<file path="config.mk">
export PLATFORM = sky130hd
export DESIGN_NAME = range_frame_deframer_level
export DESIGN_NICKNAME = d
export VERILOG_FILES = /design/src/hw/rtl/rfd_pkg.sv /design/src/hw/rtl/range_frame_deframer_level.sv /design/src/hw/rtl/rfd_csr.sv /design/src/hw/rtl/rfd_frame.sv /design/src/hw/rtl/rfd_level.sv
export VERILOG_INCLUDE_DIRS = /design/src /design/src/hw/rtl
export SDC_FILE = /design/constraint.sdc
export NUM_CORES = 1
export LEC_CHECK = 0
export ABC_AREA = 0
export BUFFER_PORTS_ARGS = -buffer_cell sky130_fd_sc_hd__buf_2
export CAP_MARGIN = 30
export CORE_ASPECT_RATIO = 0.75
export CORE_MARGIN = 4
export CORE_UTILIZATION = 35
export DETAILED_ROUTE_END_ITERATION = 10
export GPL_TIMING_DRIVEN = 0
export SLEW_MARGIN = 25
export SYNTH_ARGS = -nofsm -noshare
export SYNTH_HDL_FRONTEND = slang
export SYNTH_SLANG_ARGS = --single-unit
</file>
<file path="constraint.sdc">
create_clock -name clock -period 12.5 [get_ports clock]
set_input_delay 1.875 -clock clock [delete_from_list [all_inputs] [get_ports clock]]
set_output_delay 1.875 -clock clock [all_outputs]
set_load 0.01 [all_outputs]
</file>
<file path="src/hw/rtl/range_frame_deframer_level_defines.svh">
// Assertion macros shared by the deframer RTL.
// Included by the modules that check their own logic; needs nothing else.
`ifndef RANGE_FRAME_DEFRAMER_LEVEL_DEFINES_SVH
`define RANGE_FRAME_DEFRAMER_LEVEL_DEFINES_SVH

`ifndef SYNTHESIS
`define RFD_ASSERT(label, clk, rst, prop) \
   label: assert property (@(posedge clk) disable iff (rst) (prop)) \
      else $error("rfd assertion failed");
`define RFD_ASSERT_NEXT(label, clk, rst, ante, cons) \
   label: assert property (@(posedge clk) disable iff (rst) (ante) |=> (cons)) \
      else $error("rfd assertion failed");
`else
`define RFD_ASSERT(label, clk, rst, prop)
`define RFD_ASSERT_NEXT(label, clk, rst, ante, cons)
`endif

`endif

</file>
<file path="src/hw/rtl/rfd_pkg.sv">
// Types, constants and register codes for the range frame deframer.
// Used by every module of the block; depends on nothing.
`timescale 1ns / 1ps

package rfd_pkg;

   localparam int FRAME_LENGTH_DEF = 9;

   localparam int BYTE_W     = 8;
   localparam int DIST_W     = 16;
   localparam int OFFSET_W   = 15;
   localparam int SCALE_W    = 20;
   localparam int LEVEL_W    = 20;
   localparam int CSR_DATA_W = 20;
   localparam int PROD_W     = DIST_W + SCALE_W;
   localparam int FRAC_W     = 16;

   // Byte positions within a frame that carry the distance, high byte first.
   localparam int DIST_HI_POS = 5;
   localparam int DIST_LO_POS = 6;

   localparam logic [BYTE_W-1:0]          START_BYTE_RST   = 8'h62;
   localparam logic [DIST_W-1:0]          RANGE_LIMIT_RST  = 16'd4000;
   localparam logic signed [OFFSET_W-1:0] LEVEL_OFFSET_RST = 15'sd1964;
   localparam logic [SCALE_W-1:0]         MM_SCALE_RST     = 20'd258017;

   localparam logic [PROD_W-1:0] ROUND_HALF = PROD_W'(32768);

   localparam logic signed [LEVEL_W-1:0] LEVEL_MAX = 20'sh7FFFF;
   localparam logic signed [LEVEL_W-1:0] LEVEL_MIN = 20'sh80000;

   typedef enum logic [1:0] {
      REG_START_BYTE   = 2'd0,
      REG_RANGE_LIMIT  = 2'd1,
      REG_LEVEL_OFFSET = 2'd2,
      REG_MM_SCALE     = 2'd3
   } csr_index_type;

   typedef struct packed {
      logic [BYTE_W-1:0]          start_byte;
      logic [DIST_W-1:0]          range_limit_mm;
      logic signed [OFFSET_W-1:0] level_offset;
      logic [SCALE_W-1:0]         mm_scale_q16;
   } cfg_type;

   // Handed from the frame tracker to the level stage when a frame closes.
   typedef struct packed {
      logic              fire;
      logic              bad;
      logic [DIST_W-1:0] distance;
   } frame_done_type;

endpackage

</file>
<file path="src/hw/rtl/range_frame_deframer_level.sv">
// Range frame deframer with level output: one received byte is taken per cycle, unless a checksum byte waits.
// A checksum byte passes through the input register, then the result register, and waits while that is full.
// Throughput: one byte per cycle; only the result register stall holds back a checksum byte.
// Reset is synchronous and active high: configuration and valid flags return to defaults, the tracker hunts.
// The multiply, rounding and saturation sit in one stage before the result register.
`timescale 1ns / 1ps

module range_frame_deframer_level
   import rfd_pkg::*;
#(
   parameter int FRAME_LENGTH = FRAME_LENGTH_DEF
) (
   input  logic                  clock,
   input  logic                  reset,
   input  logic                  req_tvalid,
   output logic                  req_tready,
   input  logic [7:0]            req_tdata,   // rx_byte[7:0]
   output logic                  rsp_tvalid,
   input  logic                  rsp_tready,
   output logic [39:0]           rsp_tdata,   // distance_mm[15:0], level_hundredths[35:16]
   output logic [1:0]            rsp_tuser,   // frame_status[0], level_valid[1]
   input  logic                  csr_valid,
   output logic                  csr_ready,
   input  logic [1:0]            csr_index,
   input  logic [CSR_DATA_W-1:0] csr_data
);

   cfg_type        cfg;
   frame_done_type done;
   logic           out_free;

   rfd_csr u_csr (
      .clock     (clock),
      .reset     (reset),
      .csr_valid (csr_valid),
      .csr_ready (csr_ready),
      .csr_index (csr_index),
      .csr_data  (csr_data),
      .cfg       (cfg)
   );

   rfd_frame #(
      .FRAME_LENGTH (FRAME_LENGTH)
   ) u_frame (
      .clock      (clock),
      .reset      (reset),
      .req_tvalid (req_tvalid),
      .req_tready (req_tready),
      .req_tdata  (req_tdata),
      .cfg        (cfg),
      .out_free   (out_free),
      .done       (done)
   );

   rfd_level u_level (
      .clock      (clock),
      .reset      (reset),
      .cfg        (cfg),
      .done       (done),
      .out_free   (out_free),
      .rsp_tvalid (rsp_tvalid),
      .rsp_tready (rsp_tready),
      .rsp_tdata  (rsp_tdata),
      .rsp_tuser  (rsp_tuser)
   );

endmodule

</file>
<file path="src/hw/rtl/rfd_csr.sv">
// Configuration registers of the deframer, written through the csr channel.
// Depends on rfd_pkg.
`timescale 1ns / 1ps

module rfd_csr
   import rfd_pkg::*;
(
   input  logic                  clock,
   input  logic                  reset,
   input  logic                  csr_valid,
   output logic                  csr_ready,
   input  logic [1:0]            csr_index,
   input  logic [CSR_DATA_W-1:0] csr_data,
   output cfg_type               cfg
);

   cfg_type cfg_ff;
   cfg_type cfg_in;

   assign csr_ready = 1'b1;
   assign cfg       = cfg_ff;

   always_comb begin
      cfg_in = cfg_ff;
      if (csr_valid) begin
         case (csr_index_type'(csr_index))
            REG_START_BYTE:   cfg_in.start_byte     = csr_data[BYTE_W-1:0];
            REG_RANGE_LIMIT:  cfg_in.range_limit_mm = csr_data[DIST_W-1:0];
            REG_LEVEL_OFFSET: cfg_in.level_offset   = $signed(csr_data[OFFSET_W-1:0]);
            REG_MM_SCALE:     cfg_in.mm_scale_q16   = csr_data[SCALE_W-1:0];
            default:          cfg_in = cfg_ff;
         endcase
      end
   end

   always_ff @(posedge clock) begin
      if (reset) begin
         cfg_ff.start_byte     <= START_BYTE_RST;
         cfg_ff.range_limit_mm <= RANGE_LIMIT_RST;
         cfg_ff.level_offset   <= LEVEL_OFFSET_RST;
         cfg_ff.mm_scale_q16   <= MM_SCALE_RST;
      end else begin
         cfg_ff <= cfg_in;
      end
   end

endmodule

</file>
<file path="src/hw/rtl/rfd_frame.sv">
// Input register and frame tracker: start byte hunt, running XOR and distance capture.
// Depends on rfd_pkg and the assertion macro header.
`timescale 1ns / 1ps
`include "range_frame_deframer_level_defines.svh"

module rfd_frame
   import rfd_pkg::*;
#(
   parameter int FRAME_LENGTH = FRAME_LENGTH_DEF
) (
   input  logic              clock,
   input  logic              reset,
   input  logic              req_tvalid,
   output logic              req_tready,
   input  logic [BYTE_W-1:0] req_tdata,
   input  cfg_type           cfg,
   input  logic              out_free,
   output frame_done_type    done
);

   localparam int PosW = $clog2(FRAME_LENGTH);
   localparam logic [PosW-1:0] LastPos = PosW'(FRAME_LENGTH - 1);

   logic              in_valid_ff, in_valid_in;
   logic [BYTE_W-1:0] in_byte_ff, in_byte_in;
   logic [PosW-1:0]   pos_ff, pos_in;
   logic [BYTE_W-1:0] xor_ff, xor_in;
   logic [BYTE_W-1:0] dist_hi_ff, dist_hi_in;
   logic [BYTE_W-1:0] dist_lo_ff, dist_lo_in;
   logic              is_last;
   logic              move;
   logic              accept;

   assign is_last    = (pos_ff == LastPos);
   // A checksum byte may only leave the input register when the result register is free.
   assign move       = in_valid_ff && (!is_last || out_free);
   assign req_tready = !in_valid_ff || move;
   assign accept     = req_tvalid && req_tready;

   assign in_valid_in = accept ? 1'b1 : (move ? 1'b0 : in_valid_ff);
   assign in_byte_in  = accept ? req_tdata : in_byte_ff;

   always_comb begin
      pos_in        = pos_ff;
      xor_in        = xor_ff;
      dist_hi_in    = dist_hi_ff;
      dist_lo_in    = dist_lo_ff;
      done.fire     = 1'b0;
      done.bad      = (xor_ff != in_byte_ff);
      done.distance = {dist_hi_ff, dist_lo_ff};
      if (move) begin
         if (pos_ff == '0) begin
            if (in_byte_ff == cfg.start_byte) begin
               xor_in = in_byte_ff;
               pos_in = PosW'(1);
            end
         end else if (!is_last) begin
            xor_in = xor_ff ^ in_byte_ff;
            if (pos_ff == PosW'(DIST_HI_POS)) begin
               dist_hi_in = in_byte_ff;
            end else if (pos_ff == PosW'(DIST_LO_POS)) begin
               dist_lo_in = in_byte_ff;
            end
            pos_in = pos_ff + PosW'(1);
         end else begin
            pos_in    = '0;
            done.fire = 1'b1;
         end
      end
   end

   always_ff @(posedge clock) begin
      if (reset) begin
         in_valid_ff <= 1'b0;
         pos_ff      <= '0;
         xor_ff      <= '0;
         dist_hi_ff  <= '0;
         dist_lo_ff  <= '0;
      end else begin
         in_valid_ff <= in_valid_in;
         pos_ff      <= pos_in;
         xor_ff      <= xor_in;
         dist_hi_ff  <= dist_hi_in;
         dist_lo_ff  <= dist_lo_in;
      end
   end

   always_ff @(posedge clock) begin
      in_byte_ff <= in_byte_in;
   end

   `RFD_ASSERT(a_pos_in_frame, clock, reset, pos_ff <= LastPos)
   `RFD_ASSERT_NEXT(a_hunt_after_frame, clock, reset, done.fire, pos_ff == '0)
   `RFD_ASSERT(a_fire_needs_room, clock, reset, !done.fire || out_free)

endmodule

</file>
<file path="src/hw/rtl/rfd_level.sv">
// Level arithmetic and result register: Q16 scaling, rounding, saturation.
// Depends on rfd_pkg and the assertion macro header.
`timescale 1ns / 1ps
`include "range_frame_deframer_level_defines.svh"

module rfd_level
   import rfd_pkg::*;
(
   input  logic           clock,
   input  logic           reset,
   input  cfg_type        cfg,
   input  frame_done_type done,
   output logic           out_free,
   output logic           rsp_tvalid,
   input  logic           rsp_tready,
   output logic [39:0]    rsp_tdata,  // distance_mm[15:0], level_hundredths[35:16], zero pad
   output logic [1:0]     rsp_tuser   // frame_status[0], level_valid[1]
);

   localparam int DiffW = LEVEL_W + 2;

   logic                      valid_ff, valid_in;
   logic                      status_ff, status_in;
   logic [DIST_W-1:0]         dist_ff, dist_in;
   logic                      lvl_ok_ff, lvl_ok_in;
   logic signed [LEVEL_W-1:0] level_ff, level_in;

   logic [PROD_W-1:0]         prod;
   logic [PROD_W-1:0]         rounded;
   logic [LEVEL_W-1:0]        scaled;
   logic signed [DiffW-1:0]   diff;
   logic signed [LEVEL_W-1:0] level_sat;
   logic                      in_range;

   assign out_free = !valid_ff || rsp_tready;

   assign prod     = PROD_W'(done.distance) * PROD_W'(cfg.mm_scale_q16);
   // The product stays below 2^36 even after the half is added, so no carry is lost.
   assign rounded  = prod + ROUND_HALF;
   assign scaled   = rounded[FRAC_W +: LEVEL_W];
   assign diff     = DiffW'(cfg.level_offset) - $signed({2'b00, scaled});
   assign in_range = (done.distance < cfg.range_limit_mm);

   always_comb begin
      if (diff > DiffW'(LEVEL_MAX)) begin
         level_sat = LEVEL_MAX;
      end else if (diff < DiffW'(LEVEL_MIN)) begin
         level_sat = LEVEL_MIN;
      end else begin
         level_sat = diff[LEVEL_W-1:0];
      end
   end

   always_comb begin
      valid_in  = done.fire ? 1'b1 : (rsp_tready ? 1'b0 : valid_ff);
      status_in = status_ff;
      dist_in   = dist_ff;
      lvl_ok_in = lvl_ok_ff;
      level_in  = level_ff;
      if (done.fire) begin
         status_in = done.bad;
         if (done.bad) begin
            dist_in   = '0;
            lvl_ok_in = 1'b0;
            level_in  = '0;
         end else begin
            dist_in   = done.distance;
            lvl_ok_in = in_range;
            level_in  = in_range ? level_sat : '0;
         end
      end
   end

   always_ff @(posedge clock) begin
      if (reset) begin
         valid_ff <= 1'b0;
      end else begin
         valid_ff <= valid_in;
      end
   end

   always_ff @(posedge clock) begin
      status_ff <= status_in;
      dist_ff   <= dist_in;
      lvl_ok_ff <= lvl_ok_in;
      level_ff  <= level_in;
   end

   assign rsp_tvalid = valid_ff;
   assign rsp_tdata  = {4'b0000, level_ff, dist_ff};
   assign rsp_tuser  = {lvl_ok_ff, status_ff};

   `RFD_ASSERT(a_bad_frame_zeroed, clock, reset,
      !(valid_ff && status_ff) || (dist_ff == '0 && !lvl_ok_ff && level_ff == '0))
   `RFD_ASSERT(a_no_level_zeroed, clock, reset, !(valid_ff && !lvl_ok_ff) || level_ff == '0)
   `RFD_ASSERT(a_level_in_range, clock, reset,
      !(valid_ff && lvl_ok_ff) || (dist_ff < cfg.range_limit_mm))

endmodule

</file>
# After elaboration in Yosys (flattened, before gate mapping)
# Index checks and enable logic that the tools add are counted.
op_classes:
  mul: 1
  n_addsub: 3
  n_mux: 15
  order_cmp: 3
  bitwise_logic: 5
  n_eq_ne: 10
  reduce_logical: 22
op_table:
  columns: ["cell", "n"]
  rows:
  - ["adder 36 x 16 -> 36 bit (second input constant)", 1]
  - ["multiplier 16 x 20 -> 36 bit", 1]
  - ["two-way mux 8 bit", 3]
  - ["> comparator 22 x 20 -> 1 bit (second input constant)", 1]
  - ["less-than comparator 22 x 20 -> 1 bit (second input constant)", 1]
  - ["subtractor 15 x 21 -> 22 bit", 1]
  - ["two-way mux 20 bit", 1]
  - ["two-way mux 19 bit", 1]
  - ["less-than comparator 16 bit", 1]
  - ["two-way mux 4 bit", 3]
  - ["AND reduction 2 bit", 5]
  - ["equality test 4 x 3 -> 1 bit (second input constant)", 2]
  - ["equality test 8 bit", 1]
  - ["!= test 8 bit", 1]
  - ["XOR 8 bit", 1]
  - ["two-way mux 1 bit", 7]
  - ["AND reduction 5 bit", 1]
  - ["adder 4 x 1 -> 4 bit (second input constant)", 1]
  - ["equality test 2 bit (second input constant)", 2]
  - ["equality test 4 bit (second input constant)", 1]
  - ["zero test 4 bit", 1]
  - ["!= test 2 bit (second input constant)", 2]
  - ["NOT 1 bit", 4]
  - ["AND reduction 4 bit", 1]
  - ["other kinds (9)", 15]
totals:
  reg_bits: 135
  input_bits: 35
  output_inout_bits: 45
  word_cells: 75

# Longest topological paths before layout
depth:
  word_depth: 7
  mapped_depth: 34

# By module
# From an unflattened synthesis, not the netlist that was laid out.
hier_totals:
  cells_unflattened: 1929
  area_unflattened_um2: 17535.6
by_module_without_submodules:
  columns: ["mod", "seq_area_each_um2", "instances", "cells_per_inst", "area_per_inst_um2"]
  rows:
  - ["rfd_level", 1161.1, 1, 1467, 13146.4]
  - ["rfd_csr", 1181.1, 1, 233, 2394.8]
  - ["rfd_frame", 820.8, 1, 229, 1994.4]

# Worst setup path after synthesis
# No wires, ideal clock.
synth_timing:
  kind: "reg-to-reg"
  from: "reg u_csr.cfg_ff (netlist bit u_csr.cfg[7])"
  to: "reg u_level.level_ff[13], data pin"
  path_stages_with_launch: 34
  synth_period_minus_slack_ps: 8054
  slack_ps: 4446
  n_path_buf: 3
  setup_ps: 271
  arrival_time_ps: 7784
  path_cell_list: "dfxtp_1 -> clkbuf_1 -> nand2_1 -> fa_1 -> inv_1 -> fa_1 -> inv_1 -> fa_1 -> inv_1 -> fa_1 -> fa_1 -> inv_1 -> fa_1 -> inv_1 -> ha_1 -> a21o_1 -> a221o_1 -> a21oi_1 -> o22a_1 -> a31oi_1 -> a311oi_1 -> o21bai_1 -> xnor2_1 -> ha_1 -> buf_2 -> a21o_1 -> a31oi_1 -> nor2_1 -> o21ai_0 -> o31ai_1 -> or3_4 -> o211ai_4 -> buf_6 -> o31ai_1"
synth_between:
  elab_chain_len: 6
  word_cells_on_any_way: 7
synth_rtl:
  columns: ["item", "line", "text"]
  rows:
  - ["from (decl)", "rfd_csr.sv:17", "cfg_type cfg_ff;"]
  - ["from (signal assigned)", "rfd_csr.sv:43", "cfg_ff <= cfg_in;"]
  - ["multiplier 16 x 20 -> 36 bit *", "rfd_level.sv:37", "assign prod = PROD_W'(done.distance) * PROD_W'(cfg.mm_scale_q16);"]
  - ["adder 36 x 16 -> 36 bit *", "rfd_level.sv:39", "assign rounded = prod + ROUND_HALF;"]
  - ["subtractor 15 x 21 -> 22 bit *", "rfd_level.sv:41", "assign diff = DiffW'(cfg.level_offset) - $signed({2'b00, scaled});"]
  - ["less-than comparator 22 x 20 -> 1 bit", "rfd_level.sv:47", "end else if (diff < DiffW'(LEVEL_MIN)) begin"]
  - ["two-way mux 20 bit", "rfd_level.sv:47", null]
  - ["two-way mux 19 bit *", "rfd_level.sv:45", "if (diff > DiffW'(LEVEL_MAX)) begin"]
  - ["to (signal assigned)", "rfd_level.sv:86", "level_ff <= level_in;"]
  - ["to (decl)", "rfd_level.sv:26", "logic signed [LEVEL_W-1:0] level_ff, level_in;"]
# Mark *: on every way between the ends. The rest lies on a longest branch, timed or not.
# A chain may end at the register's enable or synchronous reset.

# Final worst setup path
layout_timing:
  from: "reg u_csr.cfg_ff (netlist bit u_csr.cfg[13])"
  to: "reg u_level.level_ff[0], data pin"
# Same word-level chain as after synthesis.

==> results.sh <==
export IMPL_cts_sinks=135
export IMPL_ys_types=71
export IMPL_dp_hpwl_um=40800
export IMPL_status="completed"
export IMPL_die_y_um=200
export IMPL_finalCriticalPeriod_ps=9860
export IMPL_grt_usage_pct=18.9
export IMPL_drt_initial_drc_count=1116
export IMPL_cp_data_required_time_ps=12650
export IMPL_min_path_type="register to register"
export IMPL_synth_compound_gate_area_share_pct=9.18
export IMPL_antenna_found_initial=0
export IMPL_hold_viol=0
export IMPL_syn_avg_cell_area_um2=8.86
export IMPL_wire_per_inst_um=18.4
export IMPL_clk_latency_ps=430
export IMPL_arrival_ps=10010
export IMPL_drv_slew=0
export IMPL_holdCritStartpoint="u_csr.cfg[37]"
export IMPL_cp_slowest_stage_delay_ps=700
export IMPL_async_flop_share_pct=0
export IMPL_rows=70
export IMPL_vias_per_cell=5.02
export IMPL_synth_top_family_by_area="adder cells"
export IMPL_end_kind="register"
export IMPL_synthSimpleGateAreaFrac_pct=18.3
export IMPL_grt_overflow=0
export IMPL_ys_ff_latch=135
export IMPL_max_cap_violations=0
export IMPL_ir_drop_mv=0.0944
export IMPL_holdPathStages=2
export IMPL_setup_viol=0
export IMPL_firstDrtPassIters=5
export IMPL_start_util_pct=35.4
export IMPL_grt_max_degree=23
export IMPL_die_w_um=264
export IMPL_synth_edf_count=46
export IMPL_yosys_warnings=0
export IMPL_final_cell_mix="inv_1 (343), nand2_1 (337), fa_1 (250), and2_1 (172), ha_1 (161)"
export IMPL_cp_max_fo=10
export IMPL_fmaxAchievable_mhz=101
export IMPL_worstMarginPinSlew_ps=900
export IMPL_vias=13600
export IMPL_synthMuxAreaShare_pct=0.935
export IMPL_grt_pass1_wl_um=78700
export IMPL_drive_above_1_share_pct=7.19
export IMPL_post_route_period_util_pct=78.9
export IMPL_syn2layout_area_growth_pct=10.2
export IMPL_cp_start_kind="register"
export IMPL_clkTransAtPathRegs_ps=60
export IMPL_ctsResizeCount=0
export IMPL_path_class="register to register"
export IMPL_syn_inst=1948
export IMPL_die_area_um2=53000
export IMPL_numCtsBuffers=17
export IMPL_reg2reg_slack_ps=2640
export IMPL_grt_pass1_vias=13800
export IMPL_powerDensity_nw_per_um2=55.8
export IMPL_hold_path_end="u_csr.cfg[37]"
export IMPL_p_leak_nw=9.01
export IMPL_whs_ps=461
export IMPL_fin_skew_ps=10.1
export IMPL_core_area_um2=48800
export IMPL_final_common_cell="inv_1"
export IMPL_cts_hold_fix_buffers=0
export IMPL_ant_nets=0
export IMPL_cts_htree_levels=4
export IMPL_wl_um=49700
export IMPL_tritoncts="yes"
export IMPL_globalplace_congestion=0.926
export IMPL_grt_setup_unrepaired="false"
export IMPL_post_place_ws_ps=2800
export IMPL_cts_setup_buffers=0
export IMPL_synth_xor_area_share_pct=2.59
export IMPL_r2r_start="u_csr.cfg[13]"
export IMPL_drc=0
export IMPL_path_buf_inv=5
export IMPL_io_buffers=73
export IMPL_critical_path_top_delay_family="adder cells"
export IMPL_num_nets_final=2491
export IMPL_cp_common_cell="fa_1"
export IMPL_ctsLongestPathBuffers=2
export IMPL_ys_seq_area_share_pct=18.3
export IMPL_worst_path_max_delay_cell="clkbuf_1"
export IMPL_ios=80
export IMPL_syn_area_um2=17300
export IMPL_slew_headroom_pct=40.0
export IMPL_rr_endpoint="u_level.level_ff[0]"
export IMPL_r2r_cells=30
export IMPL_cts_root_buffer="clkbuf_16"
export IMPL_fillers=4912
export IMPL_synth_ff_type="dfxtp_1"
export IMPL_synthAdderAreaFrac_pct=40.7
export IMPL_tns_ps=0
export IMPL_layout_setup_ws_ps=2640
## cell type report
type,count,area [um2],area share (%)
Multi-Input combinational cell,1369,12400,65.1
Sequential cell,135,3160,16.6
Inverter,344,1290,6.79
Tap cell,648,811,4.26
Buffer,103,434,2.28
Clock buffer,18,429,2.26
Timing Repair Buffer,75,398,2.09
Clock inverter,14,104,0.546
Antenna cell,1,2.50,0.0132
## per-stage QoR
step	instances	utilization, %	area [um2]	power, W
4_1_cts	2706	39.0	19000	0.00106
3_3_place_gp	2672	37.8	18500	0.000605
5_1_grt	2706	39.0	19000	0.00110
3_5_place_dp	2674	37.9	18500	0.000608
2_1_floorplan	1951	-	17300	0.000560
6_report	2707	39.0	19000	0.00106
## registers in the layout (all words and copies together), names as in the netlist
signal               cells
u_frame.pos_ff           4
u_level.rsp_tvalid       1
u_level.lvl_ok_ff        1
u_level.dist_ff         16
u_level.status_ff        1
u_level.level_ff        20
u_csr.cfg               59
u_frame.dist_lo_ff       8
u_frame.in_valid_ff      1
u_frame.xor_ff           8
u_frame.in_byte_ff       8
u_frame.dist_hi_ff       8
## tightest hold or removal path: cells and delay by family, from the launching register on
kind	cells	cell delay, ps
AND/OR/NAND/NOR	1	50
AO/OA/AOI/OAI	1	60
flip-flops	1	310
## power by group
| part | switching (W) | internal (W) | leakage (nW) | total (W) |
|---|---|---|---|---|
| registers | 0.0000136 | 0.000461 | 1.22 | 0.000475 |
| clock network | 0.000206 | 0.000254 | 0.238 | 0.000459 |
| logic | 0.0000856 | 0.0000420 | 7.55 | 0.000128 |
| total | 0.000305 | 0.000757 | 9.01 | 0.00106 |
## cell families (layout without fill, tap and decap cells)
kind of cell	after synthesis	in the layout
fa+ha+maj	411	411
mux	16	16
compound gates	232	232
other cells	2	6
simple gates	654	654
xor+xnor	51	51
flops	135	135
buf+inv	447	554
## layer usage
metal	wire, um	GRT usage, %	vias to the layer above
met5	0	0	-
met4	1250	4.98	0
met3	4390	5.44	76
met2	19900	26.5	477
met1	24100	28.5	6768
li1	-	-	6255
## synth_stat cells (all sizes together) (2+ instances only)
cell type	number	area, um2
xor2	26	228
and2	172	1080
fa	250	5000
a311oi	5	67.6
mux2i	15	150
conb	2	7.51
or2	4	25.0
nor3	2	10.0
edfxtp	46	1380
clkbuf	87	327
a211oi	13	135
a21oi	90	484
nor3b	2	15.0
o22a	2	18.8
xnor2	25	219
nand2b	5	31.3
a211o	5	43.8
a21boi	2	15.0
nor4	3	18.8
o2111a	2	22.5
and4b	2	20.0
inv	344	1290
o21bai	6	45.0
o21ai	42	214
a31oi	6	37.5
o21a	10	76.3
o211ai	4	43.8
a221oi	2	17.5
nor2b	12	75.1
o31ai	13	113
nand4	11	68.8
ha	161	2010
nand2	337	1260
a21o	23	173
dfxtp	89	1780
nand3	10	50.1
and3	7	43.8
buf	16	108
nor2	54	203
nand3b	27	203
## worst max path at each step
stage | endpoint | startpoint | cells past startpoint
floorplan | u_level.level_ff[13] | u_csr.cfg[7] | 33
global placement | u_level.level_ff[0] | u_csr.cfg[10] | 30
detailed placement | u_level.level_ff[0] | u_csr.cfg[10] | 30
CTS | u_level.level_ff[0] | u_csr.cfg[10] | 30
global route | u_level.level_ff[0] | u_csr.cfg[13] | 30
finish | u_level.level_ff[0] | u_csr.cfg[13] | 30
Note: power is estimated with default switching activity, not from simulation.
